**src/sv/catmull_rom_spline_eval_core_macros.svh**
```systemverilog
// assertion macros for the spline evaluator
// no dependencies
`ifndef CATMULL_ROM_SPLINE_EVAL_CORE_MACROS_SVH
`define CATMULL_ROM_SPLINE_EVAL_CORE_MACROS_SVH
// property that holds in the cycle after a condition
`define CRS_ASSERT_NEXT(lbl, cond, prop, msg) \
  lbl: assert property (@(posedge clk) disable iff (!rst_n) (cond) |=> (prop)) \
    else $error(msg);
// property that holds whenever the condition holds
`define CRS_ASSERT_NOW(lbl, cond, prop, msg) \
  lbl: assert property (@(posedge clk) disable iff (!rst_n) (cond) |-> (prop)) \
    else $error(msg);
`endif

```
**src/sv/crs_ram.sv**
```systemverilog
// generic single port ram with registered read
// no dependencies
module crs_ram #(
  parameter int Width = 8,
  parameter int Depth = 16
) (
  input  logic                     clk,
  input  logic                     we,
  input  logic [$clog2(Depth)-1:0] addr,
  input  logic [Width-1:0]         wdata,
  output logic [Width-1:0]         rdata
);
  logic [Width-1:0] mem [Depth];
  always_ff @(posedge clk) begin
    if (we) begin
      mem[addr] <= wdata;
    end
    rdata <= mem[addr];
  end
endmodule

```
**config.mk**
```make
export PLATFORM = sky130hd
export DESIGN_NAME = crs_ram
export DESIGN_NICKNAME = d
export VERILOG_FILES = /design/src/sv/catmull_rom_spline_eval_core_macros.svh /design/src/sv/crs_ram.sv
export SDC_FILE = /design/constraint.sdc
export NUM_CORES = 1
export LEC_CHECK = 0
export BUFFER_PORTS_ARGS = -buffer_cell sky130_fd_sc_hd__buf_4
export CAP_MARGIN = 15
export CORE_MARGIN = 5
export CORE_UTILIZATION = 50
export CTS_CLUSTER_DIAMETER = 80
export DETAILED_ROUTE_END_ITERATION = 8
export PLACE_DENSITY = 0.67
export SKIP_CTS_REPAIR_TIMING = 1
export SLEW_MARGIN = 20
export SYNTH_ARGS = -nofsm -noshare
export SYNTH_HDL_FRONTEND = slang
export SYNTH_SLANG_ARGS = --single-unit
export TNS_END_PERCENT = 50
```
**constraint.sdc**
```tcl
create_clock -name clk -period 4.7 [get_ports clk]
set_input_delay 0.705 -clock clk [delete_from_list [all_inputs] [get_ports clk]]
set_output_delay 0.705 -clock clk [all_outputs]
set_load 0.05 [all_outputs]
```
Word-level counts from Yosys, hierarchy flattened
Memories as Yosys holds them, arrays and structs flattened. A register that Yosys moved wholly into a read port is not among the register bits.
Cells that the tools add are included.
{ "classes": {"muxes": 2, "n_reduce_logical": 0, "order_cmp": 0, "n_eq_ne": 0, "bitwise_logic": 0, "n_addsub": 0, "n_mul": 0, "div": 0, "shift": 0} }
{ "ops": {"columns": ["cell", "count"], "rows": [
  ["two-way mux 1 bit", 2]
]} }
{ "word_totals": {"mem_bits_rw": 128, "input_bits": 14, "wordCells": 3, "mem_count": 1, "regBits": 0, "latch_bits": 0, "rom_bits": 0} }
{ "mem_list": {"columns": ["name", "words", "word_bits", "read_ports", "rd_ports_with_merged_regs", "write_ports", "line", "rtl"], "rows": [
  ["mem", 16, 8, 1, 1, 1, "crs_ram.sv:13", "logic [Width-1:0] mem [Depth];"]
]} }

Longest topological paths before layout
Gate-level depths: netlist (run 1).
{ "logic_depth": {"word_depth": 2, "depth_mapped": 5} }

Least setup slack after synthesis (run 1)
Ideal clock, no wire load.
{ "synth_path": {"kind": "input port to flip-flop", "startpoint": "in addr[2]", "endpoint": "mem mem[0][0] (enable)", "cell_stages": 2, "slack_ns": 2.502, "t_arrival_ns": 1.815, "path_cell_list": "or3b_2 > nor3_1"} }
{ "synth_lines": {"columns": ["element", "line", "rtl"], "rows": [
  ["from (decl)", "crs_ram.sv:9", "input logic [$clog2(Depth)-1:0] addr,"],
  ["to (decl)", "crs_ram.sv:13", null]
]} }
Straight into the memory's write port.

Final worst setup path (run 1)
{ "layout_path": {"startpoint": "in addr[0]", "endpoint": "mem mem[3][5] (enable)"} }
Straight into the memory's write port.

==> metrics.md, run 1 <==
| Metric | Value |
|---|---|
| P per Cell Area | `between 400 and 500 nW/um2` |
| Die width | `about 110 um` |
| Largest family of logic cells by synthesized area | `multiplexers` |
| Startpoint Class | `primary input` |
| Fill count | `~700` |
| Setup crit end kind | `flop` |
| Io pins | `22` |
| Multiplexer share of the synthesized area | `0.142` |
| Final Instance Area | `between 6000 and 7000 um2` |
| CTS max path bufs | `2` |
| Largest cells by area after synthesis | `edfxtp_1, mux4_2, dfxtp_1, a22oi_1, nor2_1` |
| Initial core utilization | `0.516` |
| H-Tree Depth | `4` |
| Antenna fix cells | `0` |
| Antenna violations before repair | `0` |
| Clock Sinks | `136` |
| Num CTS Buffers | `17` |
| Initial DRC Count | `~240` |
| Worst-path cell chain | `buf_4, nand2_1, nor2_1` |
| Largest net degree at the start of global routing | `40` |
| Post-Synth Simple-Gate Area | `0.0321` |
| Hold path cells | `1` |
| F_max | `just under 500 MHz` |
| Hold EP | `mem[13][4]` |
| Worst setup path start | `addr[0]` |
| Period Utilization, post-route | `0.432` |
| RR Startpoint | `mem[3][3]` |
| HP Start | `wdata[4]` |
| Final Setup Violations | `0` |
| Post-synth net total | `about 240` |
| Setup slack after layout | `around 2.7 ns` |
| Syn Inst Count | `230` |
| Clk root buf | `clkbuf_8` |
| P_leak | `approximately 2.0 nW` |
| Clk Latency, worst-skew pair | `slightly above 0.5 ns` |
| Crit path buffers/inverters | `1` |
| Critical Path RT | `4.84 ns` |
| Vias | `2338` |
| Final Wtd Congestion | `about 0.77` |
| Slowest-stage cell, CP | `nor2_1` |
| Die Y | `between 100 and 150 um` |
| Min Tclk post-route | `2.03 ns` |
| Remaining antenna violation count | `0` |
| Reg2reg end | `rdata[3]` |
| WS Path Type | `in2reg` |
| Max Slew Vio Count | `0` |
| Syn-to-layout area delta | `18.6%` |
| Final hold vios | `0` |
| Skew final | `between 0.004 and 0.005 ns` |
| Netlist Area Pre-Place | `around 5000 um2` |
| First-pass GRT wire length | `14500 um` |
| Reg2Reg Depth | `3` |
| DP Worst Slack | `approximately 2.1 ns` |
| Cells after DPL | `375` |
| Number of global-route vias before repair | `2403` |
| Avg Vias per Cell | `5.74` |
| Post-synthesis compound-gate area fraction | `0.0237` |
| Detailed Place HPWL | `about 5600 um` |
| NumNets Final | `275` |
| XOR/XNOR share of the synthesized area | `0` |
| Ratio of cells with drive above 1 in the final layout | `0.328` |
| Drt wl/cell | `~23 um` |
| First-pass DRT Iterations | `7` |
| Dpl cell area | `5360 um2` |
| Setup_tns | `0 ns` |
| Core Box Area | `about 10000 um2` |
| TritonCTS clock tree | `built` |
| Max stage delay on crit path | `between 0.6 and 0.7 ns` |
| Gr ovfl total | `0` |
| Post-synthesis sequential area ratio | `0.790` |
| GRT Overall Usage | `0.165` |
| Synth top area share | `0.759` |
| Die area | `~12000 um2` |
| Measured slew at the worst slew-check pin | `between 0.7 and 0.8 ns` |
| Maximum VDD drop | `approximately 0.2 mV` |
| Status | `completed` |
| Top delay family on crit path | `simple AND/OR/NAND/NOR gates` |
| Multi-input gate area | `1010 um2` |
| Dominant cell type by area after synthesis | `edfxtp_1` |
| WL final | `roughly 9500 um` |
| Post-synthesis adder-cell area fraction | `0` |
| Final Power | `2.95 mW` |
| Unrepaired setup endpoints after global routing | `no` |
| Non-filler cells in the finished layout | `between 400 and 500` |
| Worst reg2reg setup slack | `3.30 ns` |
| Crit path max fanout | `39` |
| Max Cap Viol | `0` |
| Hold crit path type | `in2reg` |
| Sequential Area | `4000 um2` |
| DRC | `0` |
| Synth Warn # | `0` |
| Port bufs | `21` |
| Synth unique cells | `18` |
| Clock Pin Slew Worst Setup and Hold Paths | `~0.06 ns` |
| Rel. slew slack | `0.466` |
| Seq cells post-synth | `136` |
| Number of cell rows | `36` |
| Critical Path AT | `2.17 ns` |
| Avg Cell Area, Syn | `approximately 22 um2` |
synth_stat cells:
| library cell | instances |
|---|---|
| nor2b_1 | 2 |
| buf_2 | 2 |
| nor3_1 | 4 |
| dfxtp_1 | 8 |
| nor2_1 | 13 |
| nand2b_1 | 2 |
| mux4_2 | 32 |
| nand2_1 | 9 |
| clkbuf_1 | 2 |
| and2_1 | 1 |
| nand3_1 | 1 |
| buf_1 | 4 |
| a22oi_1 | 16 |
| or3b_2 | 1 |
| buf_6 | 2 |
| nand3b_1 | 2 |
| edfxtp_1 | 128 |
| clkbuf_2 | 1 |
layout make-up:
class | count | area share
Clock buffer | 20 | 0.0758
Multi-Input combinational cell | 83 | 0.169
Sequential cell | 136 | 0.666
Clock inverter | 12 | 0.0327
Tap cell | 133 | 0.0277
Timing Repair Buffer | 23 | 0.0287
registers in the layout (all words and copies together), names as in the netlist:
name / flops
mem: 128
rdata: 8
routing by layer:
| metal | global-route usage | wire length (um) | vias to the layer above | share of wire |
|---|---|---|---|---|
| li1 | - | - | 1023 | - |
| met1 | 0.220 | 3880 | 1207 | 0.41 |
| met2 | 0.251 | 4590 | 95 | 0.48 |
| met3 | 0.0568 | 863 | 13 | 0.091 |
| met4 | 0.0681 | 170 | 0 | 0.018 |
| met5 | 0 | 0 | - | 0 |
layout by cell type (no fill, tap or decap):
master,netlist,layout
edfxtp_1,128,128
nor2_1,13,13
nand2_1,9,9
mux4_2,32,32
nand3_1,1,1
dfxtp_1,8,8
clkinv_2,0,3
buf_4,0,23
clkbuf_8,0,4
nand3b_1,2,2
a22oi_1,16,16
clkbuf_16,0,16
clkinv_4,0,1
clkinvlp_4,0,3
or3b_2,1,1
bufinv_16,0,5
and2_1,1,1
nor2b_1,2,2
nor3_2,0,2
nor3_1,4,2
nand2b_1,2,2
per-stage QoR:
stage                util  hold slack [ns]
CTS                 0.612            0.496
detailed placement  0.545            0.669
global route        0.612            0.510
finish              0.612            0.505
global placement    0.544            0.664
floorplan               -            0.635
worst register-to-register path, delay by kind of cell (launching register included):
family | cells | cell delay [ns]
simple gates | 1 | 0.11
mux | 1 | 0.51
compound gates | 1 | 0.27
flops | 1 | 0.39
worst max path at each step:
stage	end	slack (ns)	cells after the start
after floorplan	mem[0][0]	2.50	2
after global placement	mem[0][7]	1.98	3
after detailed placement	mem[1][0]	2.10	3
after CTS	mem[1][0]	2.63	3
after global routing	mem[15][1]	2.49	3
final	mem[3][5]	2.67	3
report_power, final:
part | switching [mW] | internal, mW | total (mW)
clock network | 0.470 | 0.955 | 1.42
logic | 0.101 | 0.0566 | 0.157
registers | 0.00733 | 1.36 | 1.36
cells by family after synthesis:
kind of cell           count (synthesis)
buffers and inverters                 11
AO/OA/AOI/OAI                         16
multiplexers                          32
flip-flops                           136
AND/OR/NAND/NOR                       35
Note: power is estimated with default switching activity, not from simulation.
==> run 2: changes to the inputs <==
==> constraint.sdc (replaced) <==
create_clock -name clk -period 2 [get_ports clk]
set_input_delay 0.3 -clock clk [delete_from_list [all_inputs] [get_ports clk]]
set_output_delay 0.3 -clock clk [all_outputs]
set_load 0.05 [all_outputs]
==> run 2 against run 1 <==
Against the previous run: non-clock buffer count is 27 higher; flip-flop and latch count stayed put; sequential share of layout area is 1.7 points lower; die area stayed put; register-to-register slack worse by 2.6 ns; wire length is 4.1% higher; clock skew is 0.0028 ns higher; critical endpoint is now rdata[6]; largest power group is now registers.
==> metrics.md, run 2 (synthesis results as in run 1) <==
| Metric | Value |
|---|---|
| Drt wl/cell | `22.8 um (-2.4%)` |
| Number of global-route vias before repair | `2670 (+11%)` |
| Measured slew at the worst slew-check pin | `0.735 ns (-0.0593 ns)` |
| Max FFs per register | `128 (unchanged)` |
| Clk root buf | `clkbuf_8` |
| Final Instance Area | `6160 um2 (+2.5%)` |
| Io pins | `22 (unchanged)` |
| Period Utilization, post-route | `0.706` |
| First-pass GRT wire length | `15800 um (+9.3%)` |
| Commonest non-fill, non-tap cell in the layout | `edfxtp_1` |
| Startpoint Class | `flop` |
| Cells after DPL | `402 (+7.2%)` |
| Remaining antenna violation count | `0 (unchanged)` |
| TritonCTS clock tree | `built` |
| Worst-path cell chain | `buf_4` |
| Die Y | `111 um (unchanged)` |
| Final hold vios | `0 (unchanged)` |
| Hold crit path type | `in2reg` |
| WS Path Type | `reg2out` |
| Gr ovfl total | `0 (unchanged)` |
| Die width | `111 um (unchanged)` |
| DRC | `0 (unchanged)` |
| Syn-to-layout area delta | `21.6%` |
| Unrepaired setup endpoints after global routing | `no` |
| Die area | `12200 um2 (unchanged)` |
| Max Slew Vio Count | `0 (unchanged)` |
| Final Wtd Congestion | `0.794 (+3.3%)` |
| Antenna violations before repair | `0 (unchanged)` |
| Largest net degree at the start of global routing | `17 (-57%)` |
| Maximum VDD drop | `0.561 mV (+180%)` |
| Top delay family on crit path | `flip-flops` |
| Setup_tns | `0 ns (unchanged)` |
| H-Tree Depth | `4 (unchanged)` |
| Critical Path AT | `1.11 ns (-1.06 ns)` |
| Antenna fix cells | `0 (unchanged)` |
| Clock Pin Slew Worst Setup and Hold Paths | `0.06 ns (about the same)` |
| Num CTS Buffers | `17 (unchanged)` |
| WL final | `9890 um (+4.1%)` |
| Crit path buffers/inverters | `1 (unchanged)` |
| P_leak | `2.08 nW (+6.0%)` |
| Status | `completed` |
| Slowest-stage cell, CP | `dfxtp_1` |
| Non-filler cells in the finished layout | `434 (+6.6%)` |
| Critical Path RT | `1.70 ns (-3.14 ns)` |
| Setup crit end kind | `output port` |
| Detailed Place HPWL | `6240 um (+12%)` |
| Most frequent cells in the layout | `edfxtp_1, buf_4, mux4_2` |
| Initial core utilization | `0.516 (unchanged)` |
| Clock Sinks | `136 (unchanged)` |
| Largest regs | `mem: 128 flops, rdata: 8 flops` |
| Port bufs | `21 (unchanged)` |
| Initial DRC Count | `192 (-21%)` |
| F_max | `just over 700 MHz` |
| Max Cap Viol | `0 (unchanged)` |
| Crit path max fanout | `1 (-97%)` |
| CTS max path bufs | `2 (unchanged)` |
| Avg Vias per Cell | `5.65 (-1.7%)` |
| Final Setup Violations | `0 (unchanged)` |
| Max stage delay on crit path | `0.38 ns (-0.27 ns)` |
| P per Cell Area | `1080 nW/um2 (+120%)` |
| Clk Latency, worst-skew pair | `0.52 ns (about the same)` |
| Number of cell rows | `36 (unchanged)` |
| Largest Register | `mem` |
| NumNets Final | `302 (+9.8%)` |
| Vias | `2451 (+4.8%)` |
| Min Tclk post-route | `1.41 ns` |
| GRT Overall Usage | `0.178 (+0.0126)` |
| Rel. slew slack | `0.508 (+0.0418)` |
| Skew final | `0.00785 ns (+0.00285 ns)` |
| Dpl cell area | `5570 um2 (+4.1%)` |
| First-pass DRT Iterations | `4 (-3)` |
| WHS | `0.0903 ns (-0.415 ns)` |
| Core Box Area | `9820 um2 (unchanged)` |
| Ratio of cells with drive above 1 in the final layout | `0.379 (+0.0503)` |
==> run 2: cell types whose count changed in the layout (fill, tap and decap cells not counted), sizes merged <==
cell	delta
clkinv	+3
bufinv	-2
buf	+27
clkbuf	-1
==> run 2: layout make-up <==
class	count	area, um2
Tap cell	133	166
Clock inverter	13	155
Timing Repair Buffer	50	400
Clock buffer	19	432
Sequential cell	136	4000
Multi-Input combinational cell	83	1000
Fill cell	692	3660
==> run 2: worst paths after layout <==
| check | from | cells past startpoint | to | slack [ns] |
|---|---|---|---|---|
| hold reg to reg | mem[14][7] | 3 | rdata[7] | 0.68 |
| setup reg to reg | mem[10][5] | 3 | rdata[5] | 0.67 |
| hold / removal | wdata[2] | 1 | mem[6][2] | 0.09 |
| setup / recovery | rdata[6] | 1 | rdata[6] | 0.59 |
==> run 2: routing by layer <==
metal  track usage  wire length (um)  part of all wire  vias to the layer above
li1              -                 -                 -                     1081
met1         0.235              4260              0.43                     1284
met2         0.283              4970              0.50                       77
met3        0.0595               543             0.055                        9
met4        0.0550               119             0.012                        0
met5             0                 0                 0                        -
==> run 2: power breakdown <==
part           internal [mW]  leakage (nW)  switching [mW]
combinational          0.157         0.571           0.234
clock                   1.92         0.283            1.11
sequential              3.19          1.22          0.0209
==> run 2: metrics by stage <==
step,power [mW],utilization,setup WS (ns)
floorplan,3.49,-,0.207
global placement,3.66,0.568,0.271
detailed placement,3.66,0.568,0.276
CTS,6.69,0.627,0.580
global route,6.86,0.627,0.569
finish,6.63,0.627,0.588
==> run 3: changes to the inputs <==
--- a/config.mk
+++ b/config.mk
@@ -5,6 +5,7 @@
 export SDC_FILE = /design/constraint.sdc
 export NUM_CORES = 1
 export LEC_CHECK = 0
+export ABC_AREA = 1
 export BUFFER_PORTS_ARGS = -buffer_cell sky130_fd_sc_hd__buf_4
 export CAP_MARGIN = 15
 export CORE_MARGIN = 5
==> constraint.sdc (replaced) <==
create_clock -name clk -period 1.32 [get_ports clk]
set_input_delay 0.198 -clock clk [delete_from_list [all_inputs] [get_ports clk]]
set_output_delay 0.198 -clock clk [all_outputs]
set_load 0.05 [all_outputs]
==> run 3 against run 2 <==
Against the previous run: critical path depth did not move; flip-flop and latch count did not move; total power rose by 58%; combinational power rose by 95%; largest power group unchanged; critical path type unchanged; clock power rose by 60%.
==> metrics.md, run 3 <==
| Metric | Value |
|---|---|
| F_max | `a little under 800 MHz` |
| Rel. slew slack | `0.718 (+0.209)` |
| Final Wtd Congestion | `0.809 (+1.9%)` |
| Syn-to-layout area delta | `20.6%` |
| Multi-input gate area | `1550 um2 (+54%)` |
| Setup crit end kind | `output port` |
| Clock Pin Slew Worst Setup and Hold Paths | `0.06 ns (about the same)` |
| Number of synthesized flops with an enable pin | `128 (unchanged)` |
| Count leader, synth | `nand2_1` |
| Slowest-stage cell, CP | `dfxtp_1` |
| Largest cells by area after synthesis | `edfxtp_1, nand2_1, dfxtp_1, inv_1, nor2_1` |
| Largest regs | `mem: 128 flops, rdata: 8 flops` |
| Drt wl/cell | `15.9 um (-30%)` |
| Crit path max fanout | `1 (unchanged)` |
| Largest Register | `mem` |
| Worst-path cell chain | `buf_4` |
| Critical Path RT | `1.12 ns (-0.58 ns)` |
| WHS | `0.0317 ns (-0.0586 ns)` |
| H-Tree Depth | `4 (unchanged)` |
| Prevailing post-synth register cell | `edfxtp_1` |
| Largest net degree at the start of global routing | `33 (+16)` |
| Number of cell rows | `38 (+5.6%)` |
| Synth unique cells | `11 (-7)` |
| Initial DRC Count | `197 (+2.6%)` |
| Initial core utilization | `0.514 (-0.00238)` |
| P per Cell Area | `1550 nW/um2 (+44%)` |
| GRT Overall Usage | `0.194 (+0.0162)` |
| Critical Path AT | `1.07 ns (-0.04 ns)` |
| Vias | `3655 (+49%)` |
| First-pass GRT wire length | `19100 um (+21%)` |
| Antenna violations before repair | `0 (unchanged)` |
| Number of global-route vias before repair | `3632 (+36%)` |
| Commonest non-fill, non-tap cell in the layout | `nand2_1` |
| Remaining antenna violation count | `0 (unchanged)` |
| TritonCTS clock tree | `built` |
| Setup slack after layout | `0.0503 ns (-0.537 ns)` |
| Antenna fix cells | `0 (unchanged)` |
| Sequential Area | `4000 um2 (unchanged)` |
| Gr ovfl total | `0 (unchanged)` |
| Seq cells post-synth | `136 (unchanged)` |
| Final Power | `10.5 mW (+58%)` |
| Post-synth net total | `562 (+130%)` |
| Top delay family on crit path | `flip-flops` |
| Final Setup Violations | `0 (unchanged)` |
| Num CTS Buffers | `17 (unchanged)` |
| Status | `completed` |
| Period Utilization, post-route | `0.962` |
| Hold crit path type | `in2reg` |
| WL final | `11700 um (+18%)` |
| Io pins | `22 (unchanged)` |
| Ratio of cells with drive above 1 in the final layout | `0.154 (-0.224)` |
| Avg Vias per Cell | `4.97 (-12%)` |
| Avg Cell Area, Syn | `10.2 um2 (-54%)` |
| Netlist Area Pre-Place | `5590 um2 (+10%)` |
| Unrepaired setup endpoints after global routing | `no` |
| Die Y | `116 um (+4.6%)` |
| Syn Inst Count | `548 (+140%)` |
| Final hold vios | `0 (unchanged)` |
| Skew final | `0.00440 ns (-0.00344 ns)` |
| Post-synthesis sequential area ratio | `0.716 (-0.0742)` |
| WS Path Type | `reg2out` |
| Max FFs per register | `128 (unchanged)` |
| Clock Sinks | `136 (unchanged)` |
| Fill count | `853 (+23%)` |
| Maximum VDD drop | `1.14 mV (+100%)` |
| Startpoint Class | `flop` |
| Port bufs | `21 (unchanged)` |
| NumNets Final | `597 (+98%)` |
| Detailed Place HPWL | `7550 um (+21%)` |
| DP Worst Slack | `-0.0467 ns (-0.323 ns)` |
| Max stage delay on crit path | `0.34 ns (-0.04 ns)` |
| Most frequent cells in the layout | `nand2_1, edfxtp_1, buf_4` |
| Post-synth ARST share | `0 (unchanged)` |
| Clk root buf | `clkbuf_8` |
| Measured slew at the worst slew-check pin | `0.423 ns (-0.312 ns)` |
| Dominant cell type by area after synthesis | `edfxtp_1` |
| Crit path buffers/inverters | `1 (unchanged)` |
| Min Tclk post-route | `1.27 ns` |
| Max Slew Vio Count | `0 (unchanged)` |
| DRC | `0 (unchanged)` |
| Util after Layout | `0.620 (-0.00791)` |
| P_leak | `2.84 nW (+37%)` |
| Clk Latency, worst-skew pair | `0.52 ns (about the same)` |
| Max Cap Viol | `0 (unchanged)` |
| Core Box Area | `10900 um2 (+11%)` |
| Post-synth top cells | `nand2_1, edfxtp_1, inv_1` |
| First-pass DRT Iterations | `5 (+1)` |
| CTS max path bufs | `2 (unchanged)` |
| Synth Warn # | `0 (unchanged)` |
| Die area | `13400 um2 (+9.4%)` |
| Synth top area share | `0.687 (-0.0713)` |
| Die width | `116 um (+4.6%)` |
run 3: cell types whose count changed after synthesis, moves of 3 or more:
cell / before / now
nor2_1: 13 / 18
a22oi_1: 16 / 0
mux4_2: 32 / 0
inv_1: 0 / 21
nand3_1: 1 / 4
nor3_1: 4 / 0
buf_4: 0 / 6
buf_1: 4 / 0
nand2_1: 9 / 346
buf_2: 2 / 12
run 3: stage by stage:
| step | TNS (ns) | std cells | instance area [um2] |
|---|---|---|---|
| detailed placement | -1.14 | 704 | 6130 |
| floorplan | 0 | 548 | 5760 |
| global placement | -0.330 | 704 | 6130 |
| CTS | 0 | 736 | 6750 |
| global route | 0 | 736 | 6750 |
| finish | 0 | 736 | 6750 |
run 3: layout make-up:
cell class,count,share of cell area
tap,140,0.0260
sequential,136,0.594
inverter,23,0.0128
timing repair buffer,37,0.0467
multi-input combinational,368,0.229
clock inverter,13,0.0262
clock buffer,19,0.0655
run 3: logic make-up after synthesis:
| logic type | synth area share |
|---|---|
| flops | 0.716 |
| simple gates | 0.248 |
| buf+inv | 0.0362 |
run 3: final timing paths:
check            start        end  slack (ns)  depth (start not counted)
max           rdata[5]   rdata[5]        0.05                          1
min           wdata[7]  mem[1][7]        0.03                          1
max reg2reg  mem[7][3]   rdata[3]        0.29                          8
min reg2reg  mem[8][1]   rdata[1]        0.70                          8
run 3: routing by layer:
layer  vias up  global-route usage  wire, um
met3        17              0.0501       692
met2       107               0.299      5330
met4         0              0.0642       183
met5         -                   0         0
met1      1709               0.272      5470
li1       1822                   -         -
run 3: where the power goes:
group / switching [mW] / internal [mW] / leakage [nW]
registers: 0.0279 / 4.83 / 1.22
logic: 0.541 / 0.221 / 1.32
clock network: 1.69 / 3.15 / 0.299
total: 2.26 / 8.20 / 2.84
